==> src/rtl/bvm_pkg.sv <==
// ----------------------------------------------------------------------------
// bvm_pkg
// Shared types and constants for the DC bus voltage monitor: converter
// lookup table, register indices and reset values, controller interface.
// ----------------------------------------------------------------------------
`default_nettype none

package bvm_pkg;

   // Lookup table: converter word break points and the volts at each
   localparam int TABLE_POINTS = 43;
   localparam int IDX_W        = $clog2(TABLE_POINTS);
   localparam int ADC_W        = 16;
   localparam int VOLT_W       = 9;
   localparam int PROD_W       = ADC_W + VOLT_W;
   localparam int DIV_STEPS    = VOLT_W;
   localparam int STEP_W       = $clog2(DIV_STEPS);

   localparam logic [ADC_W-1:0] ADC_POINTS [0:TABLE_POINTS-1] = '{
      16'd733,   16'd1466,  16'd2200,  16'd2933,  16'd3666,  16'd4399,
      16'd5133,  16'd5866,  16'd6599,  16'd7332,  16'd8066,  16'd8799,
      16'd9532,  16'd10265, 16'd10999, 16'd11732, 16'd12465, 16'd13198,
      16'd13932, 16'd14665, 16'd15398, 16'd16131, 16'd16864, 16'd17598,
      16'd18331, 16'd19064, 16'd19797, 16'd20531, 16'd21264, 16'd21997,
      16'd22730, 16'd23464, 16'd24197, 16'd24930, 16'd25663, 16'd26397,
      16'd27130, 16'd27863, 16'd28596, 16'd29329, 16'd30063, 16'd30796,
      16'd31529
   };

   localparam logic [VOLT_W-1:0] VOLT_POINTS [0:TABLE_POINTS-1] = '{
      9'd10,  9'd20,  9'd30,  9'd40,  9'd50,  9'd60,  9'd70,  9'd80,
      9'd90,  9'd100, 9'd110, 9'd120, 9'd130, 9'd140, 9'd150, 9'd160,
      9'd170, 9'd180, 9'd190, 9'd200, 9'd210, 9'd220, 9'd230, 9'd240,
      9'd250, 9'd260, 9'd270, 9'd280, 9'd290, 9'd300, 9'd310, 9'd320,
      9'd330, 9'd340, 9'd350, 9'd360, 9'd370, 9'd380, 9'd390, 9'd400,
      9'd410, 9'd420, 9'd430
   };

   // Averaging ring
   localparam int AVG_DEPTH = 8;
   localparam int AVG_SHIFT = 3;
   localparam int SUM_W     = VOLT_W + AVG_SHIFT;

   // Register file
   localparam int CNT_W      = 10;
   localparam int CSR_IDX_W  = 3;
   localparam int CSR_DATA_W = 10;

   typedef enum logic [CSR_IDX_W-1:0] {
      CSR_OVERVOLT_LIMIT    = 3'd0,
      CSR_UNDERVOLT_LIMIT   = 3'd1,
      CSR_UNDERVOLT_ENABLE  = 3'd2,
      CSR_PRECHARGE_LOW     = 3'd3,
      CSR_PRECHARGE_HIGH    = 3'd4,
      CSR_PRECHARGE_RELEASE = 3'd5,
      CSR_SETTLE_COUNT      = 3'd6
   } csr_index_type;

   localparam logic [VOLT_W-1:0] RST_OVERVOLT_LIMIT    = 9'd400;
   localparam logic [VOLT_W-1:0] RST_UNDERVOLT_LIMIT   = 9'd150;
   localparam logic              RST_UNDERVOLT_ENABLE  = 1'b1;
   localparam logic [VOLT_W-1:0] RST_PRECHARGE_LOW     = 9'd200;
   localparam logic [VOLT_W-1:0] RST_PRECHARGE_HIGH    = 9'd420;
   localparam logic [VOLT_W-1:0] RST_PRECHARGE_RELEASE = 9'd150;
   localparam logic [CNT_W-1:0]  RST_SETTLE_COUNT      = 10'd100;

   // Controller
   typedef enum logic [2:0] {
      ST_IDLE,
      ST_SEARCH,
      ST_MULT,
      ST_DIVIDE,
      ST_COMMIT
   } state_type;

   typedef struct packed {
      logic load;     // take the sample, set up clamp or search
      logic step;     // advance the table index
      logic mult;     // form interpolation product and span
      logic div;      // one restoring divide step
      logic commit;   // update ring, flags and result register
   } cmd_type;

   typedef struct packed {
      logic clamped;  // sample is at or beyond a table end
      logic hit;      // sample lies below the next break point
      logic div_last; // current divide step is the final one
   } status_type;

endpackage

`default_nettype wire

==> src/rtl/bus_voltage_monitor_precharge.sv <==
// ----------------------------------------------------------------------------
// bus_voltage_monitor_precharge
// DC bus voltage monitor with over/under-voltage faults and precharge
// supervision.
// ----------------------------------------------------------------------------
// Each accepted item is one raw converter word. It is turned into volts
// through a 43-point table (clamped at both ends, truncating linear
// interpolation between points), pushed into an 8-entry ring whose mean is
// the filtered voltage, and checked against the fault limits and the
// precharge window. One result item per input item. The conversion time is
// set by the table scan, one break point compared per cycle up to the table
// interval the word falls in (0..41), then a multiply step and a 9-step
// restoring divide; a word at or beyond a table end skips all three and
// goes straight to commit. A new item is taken only once the previous one
// has been committed; a result that is not yet collected blocks the next
// commit but not the next accept. Fault flags are sticky until reset.
// Register writes go through the csr_ port; the user must write only while
// the block is idle, which it does not enforce; unknown indices are ignored.
// ----------------------------------------------------------------------------
`default_nettype none

module bus_voltage_monitor_precharge (
   input  wire logic                           clock,
   input  wire logic                           reset,
   // register port
   input  wire logic                           csr_wr_en,
   input  wire logic [bvm_pkg::CSR_IDX_W-1:0]  csr_index,
   input  wire logic [bvm_pkg::CSR_DATA_W-1:0] csr_wdata,
   // sample in
   input  wire logic                           req_valid,
   output logic                                req_ready,
   input  wire logic [bvm_pkg::ADC_W-1:0]      req_adc_sample,
   // result out
   output logic                                rsp_valid,
   input  wire logic                           rsp_ready,
   output logic [bvm_pkg::VOLT_W-1:0]          rsp_bus_volt,
   output logic [bvm_pkg::VOLT_W-1:0]          rsp_bus_volt_avg,
   output logic                                rsp_over_volt,
   output logic                                rsp_under_volt,
   output logic                                rsp_precharge_ready,
   output logic                                rsp_relay_closed,
   output logic                                rsp_pwm_shutdown
);
   import bvm_pkg::*;

   cmd_type    cmd;
   status_type status;

   // Sequencer: handshakes and step ordering
   bvm_ctrl u_ctrl (
      .clock     (clock),
      .reset     (reset),
      .req_valid (req_valid),
      .req_ready (req_ready),
      .rsp_valid (rsp_valid),
      .rsp_ready (rsp_ready),
      .cmd       (cmd),
      .status    (status)
   );

   // Conversion, ring, flags, registers and result register
   bvm_datapath u_dp (
      .clock               (clock),
      .reset               (reset),
      .csr_wr_en           (csr_wr_en),
      .csr_index           (csr_index),
      .csr_wdata           (csr_wdata),
      .req_adc_sample      (req_adc_sample),
      .cmd                 (cmd),
      .status              (status),
      .rsp_bus_volt        (rsp_bus_volt),
      .rsp_bus_volt_avg    (rsp_bus_volt_avg),
      .rsp_over_volt       (rsp_over_volt),
      .rsp_under_volt      (rsp_under_volt),
      .rsp_precharge_ready (rsp_precharge_ready),
      .rsp_relay_closed    (rsp_relay_closed),
      .rsp_pwm_shutdown    (rsp_pwm_shutdown)
   );

endmodule

`default_nettype wire

==> src/rtl/bvm_ctrl.sv <==
// ----------------------------------------------------------------------------
// bvm_ctrl
// Sequencer: table search, multiply, serial divide, commit; owns the
// handshake on both channels.
// ----------------------------------------------------------------------------
`default_nettype none

module bvm_ctrl (
   input  wire logic                clock,
   input  wire logic                reset,
   input  wire logic                req_valid,
   output logic                     req_ready,
   output logic                     rsp_valid,
   input  wire logic                rsp_ready,
   output bvm_pkg::cmd_type         cmd,
   input  wire bvm_pkg::status_type status
);
   import bvm_pkg::*;

   state_type state_ff, state_in;
   logic      rsp_valid_ff, rsp_valid_in;
   logic      slot_free;

   assign slot_free = !rsp_valid_ff || rsp_ready;

   always_comb begin
      state_in = state_ff;
      case (state_ff)
         ST_IDLE: begin
            if (req_valid) state_in = ST_SEARCH;
         end
         ST_SEARCH: begin
            if (status.clamped)  state_in = ST_COMMIT;
            else if (status.hit) state_in = ST_MULT;
         end
         ST_MULT: begin
            state_in = ST_DIVIDE;
         end
         ST_DIVIDE: begin
            if (status.div_last) state_in = ST_COMMIT;
         end
         ST_COMMIT: begin
            if (slot_free) state_in = ST_IDLE;
         end
         default: begin
            state_in = ST_IDLE;
         end
      endcase
   end

   always_comb begin
      req_ready  = 1'b0;
      cmd        = '0;
      case (state_ff)
         ST_IDLE: begin
            req_ready = 1'b1;
            cmd.load  = req_valid;
         end
         ST_SEARCH: begin
            cmd.step = !status.clamped && !status.hit;
         end
         ST_MULT: begin
            cmd.mult = 1'b1;
         end
         ST_DIVIDE: begin
            cmd.div = 1'b1;
         end
         ST_COMMIT: begin
            cmd.commit = slot_free;
         end
         default: begin
            req_ready = 1'b0;
         end
      endcase
   end

   always_comb begin
      rsp_valid_in = rsp_valid_ff;
      if (cmd.commit)     rsp_valid_in = 1'b1;
      else if (rsp_ready) rsp_valid_in = 1'b0;
   end

   always_ff @(posedge clock) begin
      if (reset) begin
         state_ff     <= ST_IDLE;
         rsp_valid_ff <= 1'b0;
      end else begin
         state_ff     <= state_in;
         rsp_valid_ff <= rsp_valid_in;
      end
   end

   assign rsp_valid = rsp_valid_ff;

endmodule

`default_nettype wire

==> src/rtl/bvm_datapath.sv <==
// ----------------------------------------------------------------------------
// bvm_datapath
// Conversion datapath, averaging ring, fault and precharge flags, register
// file and result register.
// ----------------------------------------------------------------------------
`default_nettype none

module bvm_datapath (
   input  wire logic                                clock,
   input  wire logic                                reset,
   input  wire logic                                csr_wr_en,
   input  wire logic [bvm_pkg::CSR_IDX_W-1:0]       csr_index,
   input  wire logic [bvm_pkg::CSR_DATA_W-1:0]      csr_wdata,
   input  wire logic [bvm_pkg::ADC_W-1:0]           req_adc_sample,
   input  wire bvm_pkg::cmd_type                    cmd,
   output bvm_pkg::status_type                      status,
   output logic [bvm_pkg::VOLT_W-1:0]               rsp_bus_volt,
   output logic [bvm_pkg::VOLT_W-1:0]               rsp_bus_volt_avg,
   output logic                                     rsp_over_volt,
   output logic                                     rsp_under_volt,
   output logic                                     rsp_precharge_ready,
   output logic                                     rsp_relay_closed,
   output logic                                     rsp_pwm_shutdown
);
   import bvm_pkg::*;

   // Registers
   logic [VOLT_W-1:0] ov_limit_ff, uv_limit_ff, pc_low_ff, pc_high_ff, pc_rel_ff;
   logic              uv_en_ff;
   logic [CNT_W-1:0]  settle_ff;

   // Conversion
   logic [ADC_W-1:0]  raw_ff;
   logic              clamped_ff;
   logic [IDX_W-1:0]  k_ff, kn;
   logic [PROD_W-1:0] rem_ff, rem_in, shifted;
   logic [ADC_W-1:0]  span_ff;
   logic [VOLT_W-1:0] quot_ff, quot_in;
   logic [STEP_W-1:0] bit_ff;
   logic [VOLT_W-1:0] volts_ff, volts_in;
   logic              ge;

   // Ring and supervision state
   logic [VOLT_W-1:0] hist_ff [AVG_DEPTH];
   logic [AVG_SHIFT-1:0] ptr_ff;
   logic [SUM_W-1:0]  sum_ff, sum_in;
   logic [VOLT_W-1:0] avg;
   logic [CNT_W-1:0]  cnt_ff, cnt_in;
   logic              over_ff, under_ff, ready_ff, relay_ff;
   logic              over_in, under_in, ready_in, relay_in;
   logic              ov_hit, uv_hit, in_window;

   assign kn = k_ff + IDX_W'(1);

   assign status.clamped  = clamped_ff;
   assign status.hit      = raw_ff < ADC_POINTS[kn];
   assign status.div_last = bit_ff == '0;

   // One restoring step; quotient bits come out most significant first
   assign shifted = PROD_W'(span_ff) << bit_ff;
   assign ge      = rem_ff >= shifted;
   assign rem_in  = ge ? rem_ff - shifted : rem_ff;
   assign quot_in = {quot_ff[VOLT_W-2:0], ge};

   always_comb begin
      volts_in = volts_ff;
      if (cmd.load) begin
         if (req_adc_sample <= ADC_POINTS[0])
            volts_in = VOLT_POINTS[0];
         else
            volts_in = VOLT_POINTS[TABLE_POINTS-1];
      end else if (cmd.div && status.div_last) begin
         if (span_ff == '0) volts_in = VOLT_POINTS[k_ff];
         else               volts_in = VOLT_POINTS[k_ff] + quot_in;
      end
   end

   always_ff @(posedge clock) begin
      if (cmd.load) begin
         raw_ff     <= req_adc_sample;
         clamped_ff <= (req_adc_sample <= ADC_POINTS[0]) ||
                       (req_adc_sample >= ADC_POINTS[TABLE_POINTS-1]);
         k_ff       <= '0;
      end else if (cmd.step) begin
         k_ff <= kn;
      end
      if (cmd.mult) begin
         rem_ff  <= (raw_ff - ADC_POINTS[k_ff]) * (VOLT_POINTS[kn] - VOLT_POINTS[k_ff]);
         span_ff <= ADC_POINTS[kn] - ADC_POINTS[k_ff];
         quot_ff <= '0;
         bit_ff  <= STEP_W'(DIV_STEPS - 1);
      end else if (cmd.div) begin
         rem_ff  <= rem_in;
         quot_ff <= quot_in;
         bit_ff  <= bit_ff - STEP_W'(1);
      end
      volts_ff <= volts_in;
   end

   // Running sum of the ring: drop the oldest entry, add the new one
   assign sum_in = sum_ff - SUM_W'(hist_ff[ptr_ff]) + SUM_W'(volts_ff);
   assign avg    = sum_in[SUM_W-1:AVG_SHIFT];

   assign ov_hit    = volts_ff >= ov_limit_ff;
   assign uv_hit    = uv_en_ff && (volts_ff <= uv_limit_ff);
   assign in_window = (avg > pc_low_ff) && (avg < pc_high_ff);

   always_comb begin
      over_in  = over_ff | ov_hit;
      under_in = under_ff | uv_hit;
      relay_in = relay_ff && !ov_hit && !uv_hit;
      ready_in = ready_ff;
      cnt_in   = cnt_ff;
      if (in_window) begin
         if (cnt_ff < settle_ff) begin
            cnt_in   = cnt_ff + CNT_W'(1);
            ready_in = 1'b0;
         end else begin
            ready_in = 1'b1;
            relay_in = 1'b1;
         end
      end else if (volts_ff < pc_rel_ff) begin
         ready_in = 1'b0;
         cnt_in   = '0;
      end
   end

   always_ff @(posedge clock) begin
      if (reset) begin
         for (int i = 0; i < AVG_DEPTH; i++) hist_ff[i] <= '0;
         ptr_ff   <= '0;
         sum_ff   <= '0;
         cnt_ff   <= '0;
         over_ff  <= 1'b0;
         under_ff <= 1'b0;
         ready_ff <= 1'b0;
         relay_ff <= 1'b0;
      end else if (cmd.commit) begin
         hist_ff[ptr_ff] <= volts_ff;
         ptr_ff   <= ptr_ff + AVG_SHIFT'(1);
         sum_ff   <= sum_in;
         cnt_ff   <= cnt_in;
         over_ff  <= over_in;
         under_ff <= under_in;
         ready_ff <= ready_in;
         relay_ff <= relay_in;
      end
   end

   // Result register
   always_ff @(posedge clock) begin
      if (cmd.commit) begin
         rsp_bus_volt        <= volts_ff;
         rsp_bus_volt_avg    <= avg;
         rsp_over_volt       <= over_in;
         rsp_under_volt      <= under_in;
         rsp_precharge_ready <= ready_in;
         rsp_relay_closed    <= relay_in;
         rsp_pwm_shutdown    <= ov_hit | uv_hit;
      end
   end

   // Register file
   always_ff @(posedge clock) begin
      if (reset) begin
         ov_limit_ff <= RST_OVERVOLT_LIMIT;
         uv_limit_ff <= RST_UNDERVOLT_LIMIT;
         uv_en_ff    <= RST_UNDERVOLT_ENABLE;
         pc_low_ff   <= RST_PRECHARGE_LOW;
         pc_high_ff  <= RST_PRECHARGE_HIGH;
         pc_rel_ff   <= RST_PRECHARGE_RELEASE;
         settle_ff   <= RST_SETTLE_COUNT;
      end else if (csr_wr_en) begin
         case (csr_index)
            CSR_OVERVOLT_LIMIT:    ov_limit_ff <= csr_wdata[VOLT_W-1:0];
            CSR_UNDERVOLT_LIMIT:   uv_limit_ff <= csr_wdata[VOLT_W-1:0];
            CSR_UNDERVOLT_ENABLE:  uv_en_ff    <= csr_wdata[0];
            CSR_PRECHARGE_LOW:     pc_low_ff   <= csr_wdata[VOLT_W-1:0];
            CSR_PRECHARGE_HIGH:    pc_high_ff  <= csr_wdata[VOLT_W-1:0];
            CSR_PRECHARGE_RELEASE: pc_rel_ff   <= csr_wdata[VOLT_W-1:0];
            CSR_SETTLE_COUNT:      settle_ff   <= csr_wdata[CNT_W-1:0];
            default:               ;
         endcase
      end
   end

endmodule

`default_nettype wire

==> config.mk <==
export PLATFORM = sky130hd
export DESIGN_NAME = bus_voltage_monitor_precharge
export DESIGN_NICKNAME = d
export VERILOG_FILES = /design/src/rtl/bvm_pkg.sv /design/src/rtl/bus_voltage_monitor_precharge.sv /design/src/rtl/bvm_ctrl.sv /design/src/rtl/bvm_datapath.sv
export SDC_FILE = /design/constraint.sdc
export NUM_CORES = 1
export LEC_CHECK = 0
export BUFFER_PORTS_ARGS = -buffer_cell sky130_fd_sc_hd__buf_2
export CORE_MARGIN = 5
export CORE_UTILIZATION = 41
export CTS_BUF_LIST = sky130_fd_sc_hd__clkbuf_8
export CTS_CLUSTER_DIAMETER = 60
export DETAILED_ROUTE_END_ITERATION = 8
export SYNTH_ARGS = -nofsm -noshare
export SYNTH_HDL_FRONTEND = slang
export SYNTH_HIERARCHICAL = 1
export SYNTH_SLANG_ARGS = --single-unit
export TNS_END_PERCENT = 10
==> constraint.sdc <==
create_clock -name clock -period 8.6 [get_ports clock]
set_clock_uncertainty 0.05 [all_clocks]
set_input_delay 1.29 -clock clock [delete_from_list [all_inputs] [get_ports clock]]
set_output_delay 1.29 -clock clock [all_outputs]
set_load 0.01 [all_outputs]
== After elaboration in Yosys (flattened, before gate mapping) ==
Memory sizes are Yosys's and may differ from the RTL's. A register that Yosys moved wholly into a read port is not among the register bits.
Index checks and enable logic that the tools add are counted.
Word-level totals
  register bits after elaboration: 197
  output and inout port bits: 25
  memory bits (read-only): 3200
  memories kept: 5
  RAM bits: 72
Memories
  (name not given): words 64, width 16, rd ports 1, clocked after Yosys merged registers in 0, write ports 0, line bvm_datapath.sv:88  | rem_ff <= (raw_ff - ADC_POINTS[k_ff]) * (VOLT_POINTS[kn] - VOLT_POINTS[k_ff]);
  (name not given): words 64, width 16, rd ports 1, clocked after Yosys merged registers in 0, write ports 0, line bvm_datapath.sv:56  | assign status.hit = raw_ff < ADC_POINTS[kn];
  (name not given): words 64, width 9, rd ports 1, clocked after Yosys merged registers in 0, write ports 0, line bvm_datapath.sv:88
  (name not given): words 64, width 9, rd ports 1, clocked after Yosys merged registers in 0, write ports 0, line bvm_datapath.sv:74  | else volts_in = VOLT_POINTS[k_ff] + quot_in;
  u_dp.hist_ff: words 8, width 9, rd ports 1, clocked after Yosys merged registers in 1, write ports 8, line bvm_datapath.sv:44  | logic [VOLT_W-1:0] hist_ff [AVG_DEPTH];
Cells by class
  mux-type cells: 47
  multipliers: 1
  shifts and indexed selects: 1
  reductions and logical operators: 33
  $lt $le $gt $ge: 12
  equal/unequal tests: 15
  bitwise logic cells: 5
  add/subtract/negate cells: 11
Operators by type and width (number)
  9-bit 2-to-1 mux: 9
  25-bit 2-to-1 mux: 3
  16-bit 2-to-1 mux: 4
  10-bit 2-to-1 mux: 3
  25-bit >= comparator: 1
  25-bit by 25-bit multiplier with 25-bit output: 1
  16-bit by 4-bit left shift with 25-bit output: 1
  25-bit subtractor: 1
  3-bit 2-to-1 mux: 8
  1-bit 2-to-1 mux: 19
  9-bit < comparator: 2
  16-bit by 16-bit subtractor with 17-bit output: 1
  16-bit by 15-bit >= comparator with 1-bit output (second input constant): 1
  16-bit by 10-bit less-or-equal comparator with 1-bit output (second input constant): 1
  16-bit logical NOT: 1
  16-bit < comparator: 1
  2-bit AND reduction: 8
  16-bit subtractor: 1
  3-bit case mux with 5 select lines: 1
  7-bit >= comparator (second input constant): 2
  6-bit NOT with 7-bit output: 2
  12-bit by 9-bit adder with 12-bit output: 1
  3-bit by 2-bit == test with 1-bit output (second input constant): 4
  3-bit == test (second input constant): 4
  25 further kinds: 45

== Depth between registers and ports, before layout ==
Gate-level depths: netlist of the first run.
  depth after elaboration: 9
  depth in mapped cells: 38

== By module ==
The synthesis of the first run kept the hierarchy.
Modules (own cells, without submodules)
  bvm_datapath: seq. area each 6986.7 um^2, area each 24204.5 um^2, cells each 2690, times used 1
  bvm_ctrl: seq. area each 80.1 um^2, area each 270.3 um^2, cells each 29, times used 1

== Worst setup path before layout of the first run ==
No wires, ideal clock.
  path type: register -> register
  from: register u_dp.k_ff[1]
  to: register u_dp.rem_ff[24] (data pin)
  data required time: 8290 ps
  data arrival time: 8877 ps
  clock period less this slack: 9188 ps
  slack: -588 ps
  cell stages (with the launch flop): 37
  path buffers: 5
  cells stage by stage: dfxtp_1 -> ha_1 -> buf_2 -> inv_1 -> ha_1 -> clkbuf_1 -> clkbuf_1 -> buf_1 -> nand2_1 -> nand3b_1 -> o21ai_0 -> o221a_2 -> ha_1 -> and2_1 -> a22o_1 -> nor3_2 -> o21bai_1 -> a21o_1 -> clkbuf_1 -> inv_1 -> nand2_1 -> fa_1 -> fa_1 -> inv_1 -> fa_1 -> fa_1 -> ha_1 -> ha_1 -> a21o_1 -> a2111oi_2 -> nor4_1 -> a221o_1 -> o41ai_2 -> o21ai_1 -> xnor2_1 -> xnor2_1 -> a21oi_1
Between the ends
  longest elaborated chain between the ends: 8
RTL lines
  start, declared: line bvm_datapath.sv:35  | logic [IDX_W-1:0] k_ff, kn;
  start signal, assigned: line bvm_datapath.sv:85  | k_ff <= kn;
  6-bit by 1-bit adder with 6-bit output: line bvm_datapath.sv:53  | assign kn = k_ff + IDX_W'(1);
  net u_dp.kn[2]: line bvm_datapath.sv:35
  6-bit NOT with 7-bit output (implied by the code): line bvm_datapath.sv:88
  memory 64 x 9 bit
  9-bit 2-to-1 mux (implied by the code) (2 in series): line bvm_datapath.sv:88
  9-bit by 9-bit subtractor with 10-bit output: line bvm_datapath.sv:88
  25-bit by 25-bit multiplier with 25-bit output: line bvm_datapath.sv:88
  25-bit 2-to-1 mux: line bvm_datapath.sv:87  | if (cmd.mult) begin
  end signal, assigned: line bvm_datapath.sv:88
  end signal, assigned: line bvm_datapath.sv:93  | rem_ff <= rem_in;
  end, declared: line bvm_datapath.sv:36  | logic [PROD_W-1:0] rem_ff, rem_in, shifted;
The timed path passes the listed nets, and every way through them passes these cells. The select of a mux whose other input is x is not followed.
A chain may end at the register's enable or synchronous reset.

== Worst setup path after layout of the first run ==
  from: register u_dp.k_ff[0]
  to: register u_dp.rem_ff[20] (data pin)
The elaborated chain is that of the path after synthesis.

==> results.md, run 1 <==
- The synthesized instance count is 2719.
- In the global route stage, overall resource usage came out at 21.16%.
- The met3 wire length is 3896 um.
- The run finished with clean final reports.
- The cell count of the worst reg-to-reg path is 33.
- The worst min-delay path endpoint is u_dp/pc_low_ff[8].
- In the final routing, the length of wire on met1 measures 30900 um.
- The count of standard-cell rows is 89.
- Ranked by total cell area, the synthesized netlist is headed by edfxtp_1 (20%), ha_1 (11%), fa_1 (11%).
- For this run, the top clock speed supported by timing is 119.2 MHz.
- edfxtp_1 takes more of the synthesized area than any other cell.
- In this run, distinct cell masters in the synthesized netlist total 104.
- The number of placed instances, taps included is 3575.
- After clock tree synthesis, the clock-pin slew on the worst setup and hold paths is 0.06 ns.
- Max-cap violations in this run came to 0.
- Entering global routing, the biggest net connects 74 pins.
- The worst register-to-register path ends at u_dp/rem_ff[20].
- The worst setup path is launched from a flip-flop.
- The mean cell area of the mapped netlist is 9.001 sq um.
- The path class of the tightest hold or removal check is reg2reg.
- For the finished layout, the period the worst path requires is 8.391 ns.
- The maximum cell stage delay along the critical path is 0.57 ns.
- CTS placed an instance of clkbuf_8 at the clock tree root.
- The die area is 64680 sq um.
- In the synthesized netlist the async set-or-reset flop fraction comes to 0%.
- The filler-free cell count of the finished design is 3698.
- The clock tree from TritonCTS is yes.
- After clock tree synthesis, the flow added hold-fix buffers numbering 0.
- The headroom to the max-slew limit is 13.53%.
- The quantity of I/O buffers inserted on ports is 58.
- The sequential element share of the synthesized area is 28.87%.
- The placeable core area is 59130 sq um.
- Measured along the x axis, the die boundary spans 254.3 um.
- In this run, synthesis inferred 162 flip-flops with an integrated enable.
- The via count is 20621.
- The placed wire-length estimate after detailed placement is 52740 um.
- The deepest clock path buffer count is 3.
- The latest clock arrival within the worst-skew pair is 0.64 ns.
- The average detailed-routed wire length per instance is 18.94 um.
- Setup violations remaining at the end of the flow were counted as 0.
- At the end of the flow, the number of nets in the layout was 3266.
- The warning count from the yosys run is 6.
- After detailed routing, the number of vias per cell comes to 5.576.
- The die is 254.3 um tall.
- The number of synthesized register bits is 272.
- The fraction of final layout cells with drive strength greater than 1 is 17.85%.
- The count of nets left with antenna violations once routing finished came out at 0.
- The final cycle utilization of the critical path is 97.57%.
- The top-area cell type share of the netlist area is 19.88%.
- The commonest non-fill, non-tap cell in the layout is nand2_1.
- The clock drives 272 sinks.
- The H-tree was split into 2 levels.
- In the final layout, the multi-input gates occupy 16460 sq um.
- The most frequent cell on the critical path is fa_1.
- The CTS buffer count is 51.
- The residual overflow from global routing is 0.
- Routability-driven placement finished with a final weighted congestion of 0.9456.
- The DRC violations left is 0.
- Compared with the post-synthesis result, the final layout area differs by 15.98%.
- The synthesized netlist occupies a cell area of 24470 sq um.
- The first global-routing pass estimated 110900 um of wire.
- In the final layout, flip-flops and latches occupy 7079 sq um.
- Once the floorplan was initialized, standard cells occupied 41.39% of the core.
- STA puts the critical path data arrival time at 8.67 ns.
- The total detailed-routing wirelength is 70040 um.
- In this run the count of I/O pins placed on the die edge is 59.
- The initial antenna violation count came to 2.
- The layout has 5596 filler cells.
- Setup repair after global routing could not meet its margin everywhere.
- The first detailed-routing pass took 5 iterations.
- After the first detailed-routing iteration, the DRC count stood at 1551.
- By startpoint and endpoint, the worst setup path is classified as reg2reg.
- The number of nets handed over by synthesis was 3104.
- The cell depth of the worst min-delay path is 2.
- The total met2 wirelength after detailed routing is 33460 um.
- The highest metal layer used by the detailed router is met4.
- The data required time of the worst path is 8.88 ns.
- At the pin with the least slew margin, the transition time is 1.287 ns.
- The number of max-slew violations in the final report came to 0.
- The worst setup path is captured at a flip-flop.
- Leaving out fill and tap cells, the most frequent cells in the layout are nand2_1 (253), inv_1 (248), nor2_1 (232).
- The worst register-to-register path has a setup slack of 0.21 ns.
- The maximum fanout encountered on the critical timing path is 7.
- The number of global-route vias before repair was 20696.
- The final number of hold-violating endpoints is 0.
- The source of the worst hold timing path is u_dp/pc_low_ff[8].
- The main flop type after synthesis is edfxtp_1.
- The critical path's slowest cell is fa_1.
- The startpoint identified for the worst register-to-register timing path is u_dp/k_ff[0].
==> sequential cells by signal, summed over array words and instances (netlist names), 10 cells and up, named ones only <==
name	count
u_dp/cnt_ff	10
u_dp/hist_ff	72
u_dp/raw_ff	16
u_dp/rem_ff	25
u_dp/settle_ff	10
u_dp/span_ff	16
u_dp/sum_ff	12
==> final cells by class <==
cell class,instances,area share (%)
multi-input cells,2053,57.99
flip-flops and latches,272,24.94
repair buffers,247,6.409
inverters,256,3.434
well taps,773,3.407
clock buffers,56,2.715
clock inverters,40,1.098
diodes,1,0.008816
==> synth_stat cells (5+ instances only) <==
master and n:
a2111oi_0 6, a211o_1 8, a211oi_1 23, a21boi_0 9, a21o_1 52, a21oi_1 182, a22oi_1 5, a31oi_1 23
and2_1 33, and3_1 11, buf_1 22, buf_2 9, clkbuf_1 101, clkinv_1 11, dfxtp_1 110, edfxtp_1 162
fa_1 133, ha_1 218, inv_1 244, mux2_2 14, mux2i_1 50, mux4_2 26, nand2_1 256, nand2b_1 56
nand3_1 33, nand4_1 15, nor2_1 240, nor2b_1 36, nor3_1 95, nor4_1 12, o211ai_1 42, o21a_1 29
o21ai_0 141, o21bai_1 11, o22ai_1 6, o311ai_0 6, o31ai_1 15, or2_2 28, or3_1 17, or4_1 11
xnor2_1 70, xor2_1 38
==> layer usage <==
layer / up-vias / global-route usage (%)
met5: - / 0
met4: 0 / 6.075
met3: 115 / 3.335
met2: 615 / 36.02
met1: 10022 / 28.07
li1: 9869 / -
==> logic make-up after synthesis <==
logic type	count (synthesis)	synth area share, %
mux	92	5.194
compound gates	628	16.77
simple gates	869	16.80
fa+ha+maj	354	22.16
flops	272	28.87
buf+inv	394	6.201
xor+xnor	110	3.998
==> how the worst max path moves through the flow <==
stage / end / startpoint / cells past startpoint
floorplan: u_dp/rem_ff[24] / u_dp/k_ff[0] / 33
global placement: u_dp/rem_ff[24] / u_dp/k_ff[0] / 32
detailed placement: u_dp/rem_ff[24] / u_dp/k_ff[0] / 32
CTS: u_dp/rem_ff[24] / u_dp/k_ff[0] / 33
global route: u_dp/rem_ff[24] / u_dp/k_ff[0] / 39
finish: u_dp/rem_ff[20] / u_dp/k_ff[0] / 33
==> timing repair <==
item | CTS | global route
gates cloned | 0 | 1
buffers inserted | 2 | 23
pin swaps | 1 | 76
gates resized for setup | 3 | 114
setup endpoints to repair | 6 | 10
==> per-stage QoR <==
stage	worst slack (ns)	util, %	hold WS, ns	TNS (ns)	area (sq um)
finish	0.2086	48.00	0.4057	0	28380
global route	-0.04997	48.00	0.4279	-0.1199	28380
CTS	0.007295	46.82	0.4057	0	27680
detailed placement	-0.1999	44.94	0.3977	-0.4404	26570
global placement	-0.1099	44.94	0.3932	-0.1262	26570
floorplan	0.01104	-	0.3780	0	24590
==> worst max-delay path: cells and delay by family, from the launching register on <==
kind / cells / cell delay (ns)
and+or+nand+nor: 5 / 0.64
muxes: 2 / 0.57
DFF: 1 / 0.36
xor gates and xnor gates: 2 / 0.31
buffers and inverters: 5 / 0.57
adders and majority gates: 8 / 3.27
AOI/OAI and AO/OA: 11 / 2.37
Power of run 1 is not shown: default switching activity piles up to over one toggle a cycle in this logic, so the estimate is an artifact.
==> run 2: changes to the inputs <==
--- a/config.mk
+++ b/config.mk
@@ -7,10 +7,11 @@
 export LEC_CHECK = 0
 export BUFFER_PORTS_ARGS = -buffer_cell sky130_fd_sc_hd__buf_2
 export CORE_MARGIN = 5
-export CORE_UTILIZATION = 41
+export CORE_UTILIZATION = 60
 export CTS_BUF_LIST = sky130_fd_sc_hd__clkbuf_8
 export CTS_CLUSTER_DIAMETER = 60
 export DETAILED_ROUTE_END_ITERATION = 8
+export PLACE_DENSITY = 0.8
 export SYNTH_ARGS = -nofsm -noshare
 export SYNTH_HDL_FRONTEND = slang
 export SYNTH_HIERARCHICAL = 1
==> results.md, run 2 (same netlist as run 1, synthesis figures left out) <==
- The run finished with clean final reports.
- The tightest min-delay check is of the reg2reg type.
- Setup repair after global routing could not meet its margin everywhere.
- The net count reported at finish is 3219.
- In the final layout, the registers with the most flip-flops are u_dp/hist_ff x72, u_dp/rem_ff x25.
- In this run the number of H-tree levels came out at 2.
- The total I/O pin count is 59.
- The clock transition at the registers of the reported paths is 0.06 ns.
- Hold timing on the final database bottoms out at a slack of 0.4061 ns.
- The global router's overall resource usage is 29.40%.
- The count of standard-cell rows is 74.
- Using the TritonRoute via totals, the vias-per-cell ratio works out to 6.166.
- The effective utilization at floorplan is 60.35%.
- Detailed placement finished with a half-perimeter wire length of 50320 um.
- The initial antenna violation count is 0.
- After detailed routing, the average wire length per cell comes to 19.69 um.
- Leaving out fill and tap cells, the most frequent cells in the layout are nand2_1 (254), inv_1 (252), nor2_1 (235).
- The tree is rooted in a clkbuf_8.
- After detailed routing, no signal wire sits above met4.
- Derived from the worst setup path, the maximum achievable clock frequency is 117.5 MHz.
- The y dimension of the die is 212.0 um.
- The final period demand of the worst path is 8.513 ns.
- Max-cap violations in this run came to 0.
- The type of element capturing the critical path is a flip-flop.
- The final cycle utilization of the critical path is 98.99%.
- The deepest clock path buffer count is 3.
- Entering global routing, the biggest net connects 74 pins.
- The data required time of the worst path is 8.89 ns.
- Counting the buffers created by CTS gives 47.
- The detailed router put a total of 26460 um of wire on met1.
- The quantity of I/O buffers inserted on ports is 58.
- The fraction of final layout cells with drive strength greater than 1 is 15.11%.
- In this run the tightest slew margin relative to its limit is 18.66%.
- The diode insertion count for antenna repair is 0.
- The critical path data arrival time is 8.80 ns.
- The family with the most delay on the worst path is adder cells.
- The die is 212.0 um wide.
- In the routed design, unresolved DRC markers number 0.
- The largest individual stage delay along the critical path comes from the cell fa_1.
- After detailed routing, the met3 layer carries 4695 um of wire.
- The number of global-route vias before repair is 20966.
- The clock reaches the later pin of the worst-skew pair after 0.63 ns.
- The final number of hold-violating endpoints is 0.
- The critical path class is reg2reg.
- The clock tree from TritonCTS is yes.
- After detailed routing, the met2 layer carries 32390 um of wire.
- The die covers 44930 sq um.
- The post-detailed-route count of antenna-violating nets is 0.
- The number of buffers and inverters on the critical path is 4.
- By instance count, the cell type seen most on the critical path is fa_1.
- Before antenna repair, the detailed router went through 7 iterations.
- STA classifies the critical path startpoint as a flip-flop.
- Setup violations remaining at the end of the flow were counted as 0.
- The via count is 20996.
- The congestion estimate from routability-driven global placement came to 0.9501.
- The total detailed-routing wirelength is 67050 um.
- The DRC violation total after the first TritonRoute iteration is 1677.
- The first global-routing pass estimated 107500 um of wire.
- CTS saw 272 sinks.
- Relative to the synthesized area, the layout overhead comes to 11.96%.
- Counting flops per register, the top entry is u_dp/hist_ff.
- The commonest non-fill, non-tap cell in the layout is nand2_1.
- At the pin with the least slew margin, the transition time is 1.220 ns.
- The register with the most flip-flops in the layout has 72 of them.
- On the worst path, the slowest cell contributes a delay of 0.55 ns.
- The core region is 40550 sq um.
- The number of max-slew violations in the final report came to 0.
- After global routing the overflow that remains totals 0.
- The maximum fanout encountered on the critical timing path is 8.
## run 2: cell count changes in the layout (fill, tap and decap cells not counted), moves of 4 or more
cell,previous run,this run
ha_2,2,6
buf_4,176,141
clkinvlp_4,7,2
inv_1,248,252
nor2_2,8,4
buf_6,6,2
ha_4,17,12
clkinv_2,9,1
fa_2,5,1
fa_1,128,132
## run 2: stage by stage
step / TNS, ns / std cells / setup WS (ns) / area, sq um / utilization (%)
6_report: 0 / 3405 / 0.08728 / 27400 / 67.57
5_1_grt: -0.3934 / 3405 / -0.2115 / 27400 / 67.57
4_1_cts: 0 / 3391 / 0.01706 / 26990 / 66.56
3_5_place_dp: -0.3563 / 3300 / -0.2480 / 25970 / 64.03
3_3_place_gp: 0 / 3300 / 0.001437 / 25970 / 64.03
2_1_floorplan: 0 / 2719 / 0.01104 / 24590 / -
## run 2: area by class of cell
cell class                 count  area [sq um]
inverter                     256         967.2
multi-input combinational   2053         16280
tap                          532         665.6
sequential                   272          7073
clock buffer                  54         743.2
clock inverter                34         241.5
timing repair buffer         204          1426
fill                        3152         13150
## run 2: layer usage
layer,track usage (%),up-vias
li1,-,9768
met1,36.87,10066
met2,50.10,927
met3,4.663,235
met4,13.73,0
met5,0,-
## run 2: worst register-to-register path: cells and delay by family, from the launching register on
family,cells,cell delay (ns)
buf+inv,4,0.49
flops,1,0.37
mux,2,0.55
simple gates,6,0.73
fa+ha+maj,8,3.07
compound gates,11,2.42
xor+xnor,3,0.56
## run 2: path summary, 6_finish.rpt
kind	from	cells after the start	to	slack, ns
worst max-delay path	u_dp/k_ff[0]	34	u_dp/rem_ff[24]	0.09
worst max register to register	u_dp/k_ff[0]	34	u_dp/rem_ff[24]	0.09
worst min register to register	u_dp/pc_low_ff[4]	2	u_dp/pc_low_ff[4]	0.41
worst min-delay path	u_dp/pc_low_ff[4]	2	u_dp/pc_low_ff[4]	0.41
## run 2: repair_timing
item                       in CTS  in global routing
setup endpoints to repair       3                  9
cloned                          0                  0
gates resized for setup         5                 65
pin swaps                       5                 50
hold buffers                    0                  0
buffers inserted                3                 14
Power of run 2 is left out for the same reason.
